--- src/rtl/pse_pkg.sv ---
// Package for the stored-deflate PNG encoder.
// Holds the checksum step request type and the CRC-32 byte function.
// No dependencies.
`default_nettype none
package pse_pkg;

    localparam int          MaxSide  = 16384;
    localparam logic [31:0] CrcPoly  = 32'hEDB88320;
    localparam logic [31:0] CrcInit  = 32'hFFFFFFFF;
    localparam logic [16:0] AdlerMod = 17'd65521;

    // One byte handed to the shared checksum unit.
    typedef struct packed {
        logic       crc_en;
        logic       crc_restart;
        logic       adler_en;
        logic       adler_init;
        logic [7:0] data;
    } sum_req_t;

    function automatic logic [31:0] crc_byte(input logic [31:0] c_in, input logic [7:0] b);
        logic [31:0] c;
        c = c_in ^ {24'd0, b};
        for (int i = 0; i < 8; i++) begin
            c = (c >> 1) ^ (CrcPoly & {32{c[0]}});
        end
        return c;
    endfunction

endpackage
`default_nettype wire

--- src/rtl/png_stored_deflate_encoder_unit.sv ---
// Top level of the stored-deflate PNG encoder: byte sequencer and output register.
// Depends on pse_pkg and pse_sum_unit.
`default_nettype none
// Usage:
// The slave stream takes items; tuser is the op (0 start a frame, 1 a pixel) and
// tdata carries the pixel bytes. The master stream gives one PNG file byte per
// item; tlast marks the last byte caused by an input item and tuser marks the
// final byte of the IEND chunk.
// The sequencer emits one byte per cycle, while the receiver does not stall,
// through the shared checksum unit, which updates the CRC-32 over the chunk
// types and data and the Adler-32 over the image bytes. An item is accepted in
// the idle state; the sequencer then emits the bytes it causes: a start item 43,
// a pixel 4 or 5 plus 5 for each stored-block header it opens, and the last
// pixel 20 more for the trailer. The output byte register sets this pace;
// s_tready is high only while idle; a pixel outside a frame is taken and dropped.
// When the receiver stalls, the output register holds its byte and the sequencer
// waits. Reset clears the sequencer, the frame state and the checksums; the
// image size registers reset to 1. The image size product and IDAT length are
// computed by a registered pipeline (raw_reg, blocks_reg, then idat_len_reg)
// that settles after a size write, long before the start sequence reads them.
module png_stored_deflate_encoder_unit #(
    parameter int MAX_SIDE = pse_pkg::MaxSide
) (
    input  wire logic        clk,
    input  wire logic        rst_n,
    input  wire logic        s_tvalid,
    output logic             s_tready,
    input  wire logic [31:0] s_tdata,   // blue, green, red, alpha
    input  wire logic        s_tuser,   // op
    output logic             m_tvalid,
    input  wire logic        m_tready,
    output logic [7:0]       m_tdata,   // out_byte
    output logic             m_tlast,   // run_last
    output logic             m_tuser,   // file_end
    input  wire logic        cfg_we,
    input  wire logic        cfg_index,
    input  wire logic [14:0] cfg_data
);

    localparam logic [1:0] ST_IDLE  = 2'd0;
    localparam logic [1:0] ST_START = 2'd1;
    localparam logic [1:0] ST_PIX   = 2'd2;
    localparam logic [1:0] ST_FIN   = 2'd3;
    localparam logic       REG_WIDTH  = 1'b0;
    localparam logic       REG_HEIGHT = 1'b1;
    localparam logic [14:0] SIDE_MAX = 15'(MAX_SIDE);

    logic [14:0] width_reg, height_reg;
    logic [14:0] w_clamp, h_clamp;
    logic [31:0] raw_reg, blocks_reg, idat_len_reg;
    logic [31:0] xsum;
    logic [16:0] rem;

    logic [1:0]  state_reg, state_next;
    logic [5:0]  idx_reg, idx_next;
    logic [2:0]  sel_reg, sel_next;
    logic [2:0]  hcnt_reg, hcnt_next;
    logic        in_hdr_reg, in_hdr_next;
    logic [15:0] hlen_reg, hlen_next;
    logic [15:0] block_reg, block_next;
    logic [31:0] rawleft_reg, rawleft_next;
    logic [13:0] col_reg, col_next;
    logic [13:0] row_reg, row_next;
    logic        active_reg, active_next;
    logic [31:0] pix_reg;

    logic        out_valid_reg;
    logic [7:0]  out_data_reg;
    logic        out_last_reg, out_end_reg;

    logic        advance, emit, e_last, e_end;
    pse_pkg::sum_req_t req;
    logic [31:0] crc_value, adler_value, crc_final;
    logic [15:0] cur_len;
    logic [7:0]  sel_byte;

    pse_sum_unit u_sum (
        .clk         (clk),
        .rst_n       (rst_n),
        .req         (req),
        .crc_value   (crc_value),
        .adler_value (adler_value)
    );

    always_comb
    begin
        w_clamp = (width_reg == 15'd0) ? 15'd1 : (width_reg > SIDE_MAX ? SIDE_MAX : width_reg);
        h_clamp = (height_reg == 15'd0) ? 15'd1 : (height_reg > SIDE_MAX ? SIDE_MAX : height_reg);
        // Number of stored blocks: ceil(raw / 65535) without a divider.
        xsum = raw_reg + 32'd65534;
        rem  = {1'b0, xsum[15:0]} + {1'b0, xsum[31:16]};
    end

    always_ff @(posedge clk)
    begin
        raw_reg      <= 32'({w_clamp, 2'b00} + 17'd1) * 32'(h_clamp);
        blocks_reg   <= {16'd0, xsum[31:16]} + ((rem >= 17'd65535) ? 32'd1 : 32'd0);
        idat_len_reg <= raw_reg + {blocks_reg[29:0], 2'b00} + blocks_reg + 32'd6;
    end

    always_ff @(posedge clk or negedge rst_n)
    begin
        if (!rst_n)
        begin
            width_reg  <= 15'd1;
            height_reg <= 15'd1;
        end
        else if (cfg_we)
        begin
            unique case (cfg_index)
                REG_WIDTH:  width_reg  <= cfg_data;
                REG_HEIGHT: height_reg <= cfg_data;
                default:    width_reg  <= width_reg;
            endcase
        end
    end

    assign advance   = !out_valid_reg || m_tready;
    assign s_tready  = (state_reg == ST_IDLE);
    assign crc_final = ~crc_value;
    assign cur_len   = (rawleft_reg > 32'd65535) ? 16'hFFFF : rawleft_reg[15:0];

    always_comb
    begin
        case (sel_reg)
            3'd1:    sel_byte = pix_reg[23:16];
            3'd2:    sel_byte = pix_reg[15:8];
            3'd3:    sel_byte = pix_reg[7:0];
            3'd4:    sel_byte = pix_reg[31:24];
            default: sel_byte = 8'd0;
        endcase
    end

    always_comb
    begin
        state_next   = state_reg;
        idx_next     = idx_reg;
        sel_next     = sel_reg;
        hcnt_next    = hcnt_reg;
        in_hdr_next  = in_hdr_reg;
        hlen_next    = hlen_reg;
        block_next   = block_reg;
        rawleft_next = rawleft_reg;
        col_next     = col_reg;
        row_next     = row_reg;
        active_next  = active_reg;
        emit         = 1'b0;
        e_last       = 1'b0;
        e_end        = 1'b0;
        req          = '0;

        unique case (state_reg)
            ST_IDLE:
            begin
                if (s_tvalid)
                begin
                    if (!s_tuser)
                    begin
                        state_next = ST_START;
                        idx_next   = 6'd0;
                    end
                    else if (active_reg)
                    begin
                        state_next  = ST_PIX;
                        sel_next    = (col_reg == 14'd0) ? 3'd0 : 3'd1;
                        in_hdr_next = 1'b0;
                    end
                end
            end
            ST_START:
            begin
                if (advance)
                begin
                    emit = 1'b1;
                    idx_next = idx_reg + 6'd1;
                    if (idx_reg <= 6'd7)
                    begin
                        case (idx_reg[2:0])
                            3'd0:    req.data = 8'd137;
                            3'd1:    req.data = 8'd80;
                            3'd2:    req.data = 8'd78;
                            3'd3:    req.data = 8'd71;
                            3'd4:    req.data = 8'd13;
                            3'd5:    req.data = 8'd10;
                            3'd6:    req.data = 8'd26;
                            default: req.data = 8'd10;
                        endcase
                    end
                    else if (idx_reg <= 6'd11)
                    begin
                        req.data = (idx_reg == 6'd11) ? 8'd13 : 8'd0;
                    end
                    else if (idx_reg <= 6'd15)
                    begin
                        req.crc_en = 1'b1;
                        req.crc_restart = (idx_reg == 6'd12);
                        case (idx_reg[1:0])
                            2'd0:    req.data = 8'd73;
                            2'd1:    req.data = 8'd72;
                            2'd2:    req.data = 8'd68;
                            default: req.data = 8'd82;
                        endcase
                    end
                    else if (idx_reg <= 6'd23)
                    begin
                        req.crc_en = 1'b1;
                        case (idx_reg[1:0])
                            2'd0:    req.data = 8'd0;
                            2'd1:    req.data = 8'd0;
                            2'd2:    req.data = idx_reg[2] ? {1'b0, h_clamp[14:8]}
                                                           : {1'b0, w_clamp[14:8]};
                            default: req.data = idx_reg[2] ? h_clamp[7:0] : w_clamp[7:0];
                        endcase
                    end
                    else if (idx_reg <= 6'd28)
                    begin
                        req.crc_en = 1'b1;
                        req.data = (idx_reg == 6'd24) ? 8'd8 :
                                   (idx_reg == 6'd25) ? 8'd6 : 8'd0;
                    end
                    else if (idx_reg <= 6'd32)
                    begin
                        case (idx_reg)
                            6'd29:   req.data = crc_final[31:24];
                            6'd30:   req.data = crc_final[23:16];
                            6'd31:   req.data = crc_final[15:8];
                            default: req.data = crc_final[7:0];
                        endcase
                    end
                    else if (idx_reg <= 6'd36)
                    begin
                        case (idx_reg)
                            6'd33:   req.data = idat_len_reg[31:24];
                            6'd34:   req.data = idat_len_reg[23:16];
                            6'd35:   req.data = idat_len_reg[15:8];
                            default: req.data = idat_len_reg[7:0];
                        endcase
                    end
                    else
                    begin
                        req.crc_en = 1'b1;
                        req.crc_restart = (idx_reg == 6'd37);
                        case (idx_reg)
                            6'd37:   req.data = 8'd73;
                            6'd38:   req.data = 8'd68;
                            6'd39:   req.data = 8'd65;
                            6'd40:   req.data = 8'd84;
                            6'd41:   req.data = 8'h78;
                            default: req.data = 8'h01;
                        endcase
                    end
                    if (idx_reg == 6'd42)
                    begin
                        e_last         = 1'b1;
                        state_next     = ST_IDLE;
                        req.adler_init = 1'b1;
                        block_next     = 16'd0;
                        rawleft_next   = raw_reg;
                        col_next       = 14'd0;
                        row_next       = 14'd0;
                        active_next    = 1'b1;
                    end
                end
            end
            ST_PIX:
            begin
                if (advance)
                begin
                    emit = 1'b1;
                    req.crc_en = 1'b1;
                    if (in_hdr_reg)
                    begin
                        case (hcnt_reg)
                            3'd1:    req.data = hlen_reg[7:0];
                            3'd2:    req.data = hlen_reg[15:8];
                            3'd3:    req.data = ~hlen_reg[7:0];
                            default: req.data = ~hlen_reg[15:8];
                        endcase
                        hcnt_next = hcnt_reg + 3'd1;
                        if (hcnt_reg == 3'd4)
                        begin
                            in_hdr_next = 1'b0;
                            block_next  = hlen_reg;
                        end
                    end
                    else if (block_reg == 16'd0 && rawleft_reg != 32'd0)
                    begin
                        // Stored-block header: final flag first.
                        req.data    = (rawleft_reg <= 32'd65535) ? 8'd1 : 8'd0;
                        in_hdr_next = 1'b1;
                        hcnt_next   = 3'd1;
                        hlen_next   = cur_len;
                    end
                    else
                    begin
                        req.data     = sel_byte;
                        req.adler_en = 1'b1;
                        if (block_reg != 16'd0)
                        begin
                            block_next = block_reg - 16'd1;
                        end
                        if (rawleft_reg != 32'd0)
                        begin
                            rawleft_next = rawleft_reg - 32'd1;
                        end
                        sel_next = sel_reg + 3'd1;
                        if (sel_reg == 3'd4)
                        begin
                            if ({1'b0, col_reg} + 15'd1 >= w_clamp)
                            begin
                                col_next = 14'd0;
                                if ({1'b0, row_reg} + 15'd1 >= h_clamp)
                                begin
                                    row_next   = 14'd0;
                                    state_next = ST_FIN;
                                    idx_next   = 6'd0;
                                end
                                else
                                begin
                                    row_next   = row_reg + 14'd1;
                                    state_next = ST_IDLE;
                                    e_last     = 1'b1;
                                end
                            end
                            else
                            begin
                                col_next   = col_reg + 14'd1;
                                state_next = ST_IDLE;
                                e_last     = 1'b1;
                            end
                        end
                    end
                end
            end
            default:
            begin
                // Trailer: Adler-32, IDAT CRC, IEND chunk.
                if (advance)
                begin
                    emit = 1'b1;
                    idx_next = idx_reg + 6'd1;
                    if (idx_reg <= 6'd3)
                    begin
                        req.crc_en = 1'b1;
                        case (idx_reg[1:0])
                            2'd0:    req.data = adler_value[31:24];
                            2'd1:    req.data = adler_value[23:16];
                            2'd2:    req.data = adler_value[15:8];
                            default: req.data = adler_value[7:0];
                        endcase
                    end
                    else if (idx_reg <= 6'd11 && idx_reg >= 6'd8)
                    begin
                        req.data = 8'd0;
                    end
                    else if (idx_reg >= 6'd12 && idx_reg <= 6'd15)
                    begin
                        req.crc_en = 1'b1;
                        req.crc_restart = (idx_reg == 6'd12);
                        case (idx_reg[1:0])
                            2'd0:    req.data = 8'd73;
                            2'd1:    req.data = 8'd69;
                            2'd2:    req.data = 8'd78;
                            default: req.data = 8'd68;
                        endcase
                    end
                    else
                    begin
                        case (idx_reg[1:0])
                            2'd0:    req.data = crc_final[31:24];
                            2'd1:    req.data = crc_final[23:16];
                            2'd2:    req.data = crc_final[15:8];
                            default: req.data = crc_final[7:0];
                        endcase
                    end
                    if (idx_reg == 6'd19)
                    begin
                        e_last      = 1'b1;
                        e_end       = 1'b1;
                        active_next = 1'b0;
                        state_next  = ST_IDLE;
                    end
                end
            end
        endcase
    end

    always_ff @(posedge clk)
    begin
        if (s_tvalid && s_tready)
        begin
            pix_reg <= s_tdata;
        end
        if (emit)
        begin
            out_data_reg <= req.data;
            out_last_reg <= e_last;
            out_end_reg  <= e_end;
        end
        idx_reg  <= idx_next;
        sel_reg  <= sel_next;
        hcnt_reg <= hcnt_next;
        hlen_reg <= hlen_next;
    end

    always_ff @(posedge clk or negedge rst_n)
    begin
        if (!rst_n)
        begin
            state_reg     <= ST_IDLE;
            in_hdr_reg    <= 1'b0;
            block_reg     <= 16'd0;
            rawleft_reg   <= 32'd0;
            col_reg       <= 14'd0;
            row_reg       <= 14'd0;
            active_reg    <= 1'b0;
            out_valid_reg <= 1'b0;
        end
        else
        begin
            state_reg   <= state_next;
            in_hdr_reg  <= in_hdr_next;
            block_reg   <= block_next;
            rawleft_reg <= rawleft_next;
            col_reg     <= col_next;
            row_reg     <= row_next;
            active_reg  <= active_next;
            if (emit)
            begin
                out_valid_reg <= 1'b1;
            end
            else if (m_tready)
            begin
                out_valid_reg <= 1'b0;
            end
        end
    end

    assign m_tvalid = out_valid_reg;
    assign m_tdata  = out_data_reg;
    assign m_tlast  = out_last_reg;
    assign m_tuser  = out_end_reg;

endmodule
`default_nettype wire

--- src/rtl/pse_sum_unit.sv ---
// Shared checksum unit: running CRC-32 and Adler-32, one byte per cycle.
// Depends on pse_pkg.
`default_nettype none
module pse_sum_unit (
    input  wire logic             clk,
    input  wire logic             rst_n,
    input  wire pse_pkg::sum_req_t req,
    output logic [31:0]           crc_value,
    output logic [31:0]           adler_value
);

    logic [31:0] crc_reg, crc_next;
    logic [15:0] low_reg, low_next;
    logic [15:0] high_reg, high_next;
    logic [16:0] low_sum, high_sum;

    always_comb
    begin
        crc_next = crc_reg;
        if (req.crc_en)
        begin
            crc_next = pse_pkg::crc_byte(req.crc_restart ? pse_pkg::CrcInit : crc_reg,
                                         req.data);
        end
        low_sum = {1'b0, low_reg} + {9'd0, req.data};
        if (low_sum >= pse_pkg::AdlerMod)
        begin
            low_sum = low_sum - pse_pkg::AdlerMod;
        end
        high_sum = {1'b0, high_reg} + low_sum;
        if (high_sum >= pse_pkg::AdlerMod)
        begin
            high_sum = high_sum - pse_pkg::AdlerMod;
        end
        low_next  = low_reg;
        high_next = high_reg;
        if (req.adler_init)
        begin
            low_next  = 16'd1;
            high_next = 16'd0;
        end
        else if (req.adler_en)
        begin
            low_next  = low_sum[15:0];
            high_next = high_sum[15:0];
        end
    end

    always_ff @(posedge clk or negedge rst_n)
    begin
        if (!rst_n)
        begin
            crc_reg  <= pse_pkg::CrcInit;
            low_reg  <= 16'd1;
            high_reg <= 16'd0;
        end
        else
        begin
            crc_reg  <= crc_next;
            low_reg  <= low_next;
            high_reg <= high_next;
        end
    end

    assign crc_value   = crc_reg;
    assign adler_value = {high_reg, low_reg};

endmodule
`default_nettype wire

--- config.mk ---
export PLATFORM = sky130hd
export DESIGN_NAME = png_stored_deflate_encoder_unit
export DESIGN_NICKNAME = d
export VERILOG_FILES = /design/src/rtl/pse_pkg.sv /design/src/rtl/png_stored_deflate_encoder_unit.sv /design/src/rtl/pse_sum_unit.sv
export SDC_FILE = /design/constraint.sdc
export NUM_CORES = 2
export LEC_CHECK = 0
export BUFFER_PORTS_ARGS = -buffer_cell sky130_fd_sc_hd__buf_2
export CORE_MARGIN = 3
export CORE_UTILIZATION = 44
export DETAILED_ROUTE_END_ITERATION = 16
export PLACE_DENSITY_LB_ADDON = 0.08
export SLEW_MARGIN = 10
export SYNTH_ARGS = -nofsm -noshare
export SYNTH_HDL_FRONTEND = slang
export SYNTH_SLANG_ARGS = --single-unit
--- constraint.sdc ---
create_clock -name clk -period 12 [get_ports clk]
set_input_delay 1.8 -clock clk [delete_from_list [all_inputs] [get_ports clk]]
set_output_delay 1.8 -clock clk [all_outputs]
set_load 0.01 [all_outputs]
== After elaboration in Yosys (flattened, before gate mapping) ==
Index checks and enable logic that the tools add are counted.

* Add/sub/neg operators: 20
* Multiply operators: 1
* Order comparisons: 19
* Eq/ne operators: 51
* Muxes and demuxes: 159
* Bitwise logic cells: 15
* Reduce and logical (&&, ||, !) cells: 39

{| class="wikitable"
|+ Operators with widths
! kind !! count
|-
| $xor A31 B32 Y32 || 8
|-
| $mux W32 || 7
|-
| $mux W16 || 12
|-
| $mux W14 || 13
|-
| $pmux W8 S3 || 6
|-
| $mux W8 || 15
|-
| $pmux W32 S2 || 1
|-
| $mux W15 || 4
|-
| $pmux W14 S2 || 2
|-
| $eq A6 B6 Y1 const B || 9
|-
| $mux W6 || 9
|-
| $ge A17 B16 Y1 const B || 3
|-
| $pmux W8 S6 || 1
|-
| $mux W2 || 22
|-
| $mux W1 || 39
|-
| $eq A6 B5 Y1 const B || 6
|-
| $pmux W7 S5 || 1
|-
| $add A32 B16 Y32 const B || 1
|-
| $add A32 B17 Y32 || 1
|-
| $add A32 B19 Y32 || 1
|-
| $add A32 B3 Y32 const B || 1
|-
| $gt A32 B16 Y1 const B || 1
|-
| $le A32 B16 Y1 const B || 1
|-
| $mul A18 B15 Y32 || 1
|-
| 72 further kinds || 139
|}

* Flip-flop bits (word level): 326
* Input bits: 54

== Logic depth before layout (Yosys ltp) ==
* Word-level depth: 20
* Mapped depth: 40

== By module ==
From an unflattened synthesis, not the netlist that was laid out.

* Cell total of the unflattened synthesis: 3561
* Area total of the unflattened synthesis: 30854.6 sq um

{| class="wikitable"
|+ Modules (own cells, without submodules)
! module !! times used !! cells each !! area an instance (sq um) !! seq. area each (sq um)
|-
| png_stored_deflate_encoder_unit || 1 || 2880 || 25119.1 || 6503.7
|-
| pse_sum_unit || 1 || 681 || 5735.5 || 1642.8
|}

== Worst setup path after synthesis ==
OpenSTA, ideal clock, no wires.

* Path kind: input -> register
* Start point: input port m_tready
* End point: register u_sum.high_reg[5]
* Arrival: 9081 ps
* Data required time: 11863 ps
* Setup slack: 2782 ps
* Cell stages on the path: 34
* Path buffers: 4
* Cells stage by stage: nand2b_1 clkbuf_1 nand2_1 a21oi_1 a21oi_1 a31o_2 a31oi_4 ha_1 a21o_1 a21oi_1 o21ai_0 a211o_1 and3_1 clkbuf_1 or4_1 a211o_1 o31a_1 clkbuf_1 mux2_2 inv_1 ha_1 a21o_1 a21o_1 a2111oi_0 o21bai_1 xor2_1 and4b_1 nand4b_1 or4_1 o21ai_1 clkbuf_1 nand3_1 xnor2_1 a21oi_1

{| class="wikitable"
|+ RTL lines
! what !! RTL line !! source
|-
| start, declared || png_stored_deflate_encoder_unit.sv:31 || <nowiki>input wire logic m_tready,</nowiki>
|-
| end signal, assigned || pse_sum_unit.sv:61 || <nowiki>high_reg <= high_next;</nowiki>
|-
| end, declared || pse_sum_unit.sv:14 || <nowiki>logic [15:0] high_reg, high_next;</nowiki>
|}

==> run_results.csv <==
group,metric,value,unit
floorplanning,chipHeight,267,um
min_path,hold_path.class,"reg2reg",
cts,cts.clk_slew.worst_paths,60,ps
yosys,ys_ff_latch,326,
yosys,synth_area,30000,um^2
floorplanning,io-pin-count,66,
floorplanning,initial_core_util,0.445,
worst_setup_path,max_stage_delay,820,ps
routing,drtAntennaViolNets,0,
cts,cts_setup_buffers,0,
sta,finalSetupViolations,0,
finish,num-nets-final,3951,
cts,clock_path_buffers,3,
yosys,ys_warn_count,0,
place,place_congestion,0.964,
finish,utilization,0.485,
sta,max_freq,95.0,MHz
worst_setup_path,crit_type,"reg2reg",
floorplanning,core,67300,um^2
cts,cts_root_buffer,"clkbuf_16",
power,ir_worst_vdd,205,uV
routing,drc,0,
yosys,ys_async_sr_fraction,0.537,
floorplanning,row_count,95,
routing,dr.pass1.iters,6,
worst_setup_path,critPathCaptureType,"flip-flop",
global_routing,grt_pass1_wl,152000,um
sta,fin_crit_sh,0.877,
cts,cts_tree,"built",
place,hpwlAfterDp,76400,um
global_routing,grt_max_degree,93,
floorplanning,dieArea,71300,um^2
sta,finalSetupTns,0,ps
sta,hold_viol_final,0,
routing,viasPerCell,5.86,
finish,fin_cells,4357,
cts,cts_buffers,42,
cts,h-tree-depth,2,
floorplanning,die_w,267,um
power,p_per_area,341,nW/um^2
worst_setup_path,crit_arrival,10990,ps
yosys,syn_avg_cell_area,8.69,um^2
finish,n_fill_cell,6498,
finish,area_delta_synth_final,8.93,%
yosys,ys_types,92,
cts,cts_resized,0,
finish,multi_input_area,20100,um^2
global_routing,grt_pass1_vias,25500,
global_routing,track_usage,0.274,
routing,drt_iter0_drc,2066,
routing,wirelength,97700,um
worst_setup_path,cp_common_cell,"inv_1",
yosys,ys_seq_area_frac,0.272,
worst_setup_path,cp_data_required_time,12460,ps
worst_setup_path,cp-start-kind,"flip-flop",
finish,antenna_cells,0,
cts,clock-sinks,326,
sta,skew,65.4,ps
yosys,synthFlopType,"dfrtp_1",
worst_setup_path,path_max_fanout,30,
worst_setup_path,slowest_stage,"a2111oi_0",
sta,slew_headroom,0.280,
status,status,"complete, no violations",
yosys,synth_nets,3949,
global_routing,antenna_found_initial,1,
yosys,synth_edf_count,70,
finish,drive_gt1_frac,0.0904,
cts,clk_latency,610,ps
finish,regArea,8150,um^2
routing,wl_per_cell,22.4,um
sta,rsz0062_at_grt,"no",
sta,tightest_slew,1080,ps
run,maxCapViolCount,0,
sta,drv_slew,0,
cts,ctsHoldBuffers,0,
sta,period_needed,10530,ps
place,place_inst,4279,
yosys,synth_cells,3448,
global_routing,grt-ovfl-total,0,
power,leakage,14.3,nW
power,fin_total_pwr,11.1,mW
routing,vias,25500,
place,port-buffer-count,65,
-- layout by cell type (no fill, tap or decap), types with 41 or more instances in the layout --
cell,count
nand2_1,398
nor2_1,316
inv_1,301
ha_1,248
o21ai_0,213
a21oi_1,200
fa_1,198
xnor2_1,160
dfrtp_1,140
xor2_1,85
dfxtp_1,81
nand3_1,75
edfxtp_1,70
nor3_1,66
buf_2,64
buf_4,59
nor2b_1,56
clkbuf_16,44
a21o_1,41
-- critical path: cells and delay by family, from the launching register on --
family          cells  cell delay, ps
flops               1             510
xor+xnor            1             180
mux                 1             420
buf+inv             6            1010
fa+ha+maj           4             820
compound gates     19            6110
simple gates        6            1380
-- through the flow --
step	setup slack [ps]	area [um^2]	hold slack, ps
2_1_floorplan	2780	30000	443
3_3_place_gp	1550	31200	464
3_5_place_dp	1380	31200	477
4_1_cts	1570	32600	477
5_1_grt	645	32600	499
6_report	1470	32600	483
-- synthesized netlist by cell type (all sizes together) (38+ instances only) --
library cell	n	share of area
xnor2	168	0.051
clkbuf	141	0.018
dfxtp	81	0.054
o22ai	38	0.0079
a21o	41	0.010
o21ai	219	0.037
nand3	76	0.013
ha	249	0.10
edfxtp	70	0.070
dfrtp	140	0.12
xor2	88	0.026
nor2	316	0.040
nor3	68	0.012
fa	198	0.13
a21oi	200	0.033
nor2b	56	0.012
inv	302	0.038
nand2	400	0.050
-- metal layers --
metal | GRT usage | wire, um | vias to the layer above
met4 | 0.125 | 4840 | 2
li1 | - | - | 11900
met2 | 0.452 | 46000 | 810
met1 | 0.364 | 42100 | 12600
met3 | 0.0300 | 4760 | 225
met5 | 0 | 13 | -
-- area by class of cell --
cell class                      instances  area share
Multi-Input combinational cell       2648       0.614
Sequential cell                       326       0.250
Clock buffer                           56      0.0360
Inverter                              308      0.0354
Tap cell                              873      0.0335
Timing Repair Buffer                  124      0.0237
Clock inverter                         22     0.00740
-- kinds of logic after synthesis --
group	count (synthesis)	share of synthesized area
fa+ha+maj	447	0.236
flops	326	0.272
xor+xnor	256	0.0780
buf+inv	474	0.0597
simple gates	1148	0.179
mux	48	0.0180
compound gates	749	0.158
-- power breakdown --
part | leakage (nW) | internal, mW | switching (mW)
combinational | 10.2 | 3.14 | 4.54
clock | 0.699 | 0.748 | 0.553
sequential | 3.39 | 1.63 | 0.509
-- path summary, 6_finish.rpt --
check	from	endpoint	slack, ps	cells after the start
min in group asynchronous	rst_n	u_sum.low_reg[9]$_DFFE_PN0P_	1170	1
worst min register to register	blocks_reg[0]$_DFF_P_	idat_len_reg[0]$_DFF_P_	480	1
worst max register to register	idx_reg[1]$_SDFFCE_PN0P_	u_sum.high_reg[12]$_DFFE_PN0P_	1470	37
worst max-delay path	idx_reg[1]$_SDFFCE_PN0P_	u_sum.high_reg[12]$_DFFE_PN0P_	1470	37
worst min-delay path	blocks_reg[0]$_DFF_P_	idat_len_reg[0]$_DFF_P_	480	1
max in group asynchronous	rst_n	height_reg[10]$_DFFE_PN0P_	8750	3
No activity file was read; power rests on OpenSTA's default activity.
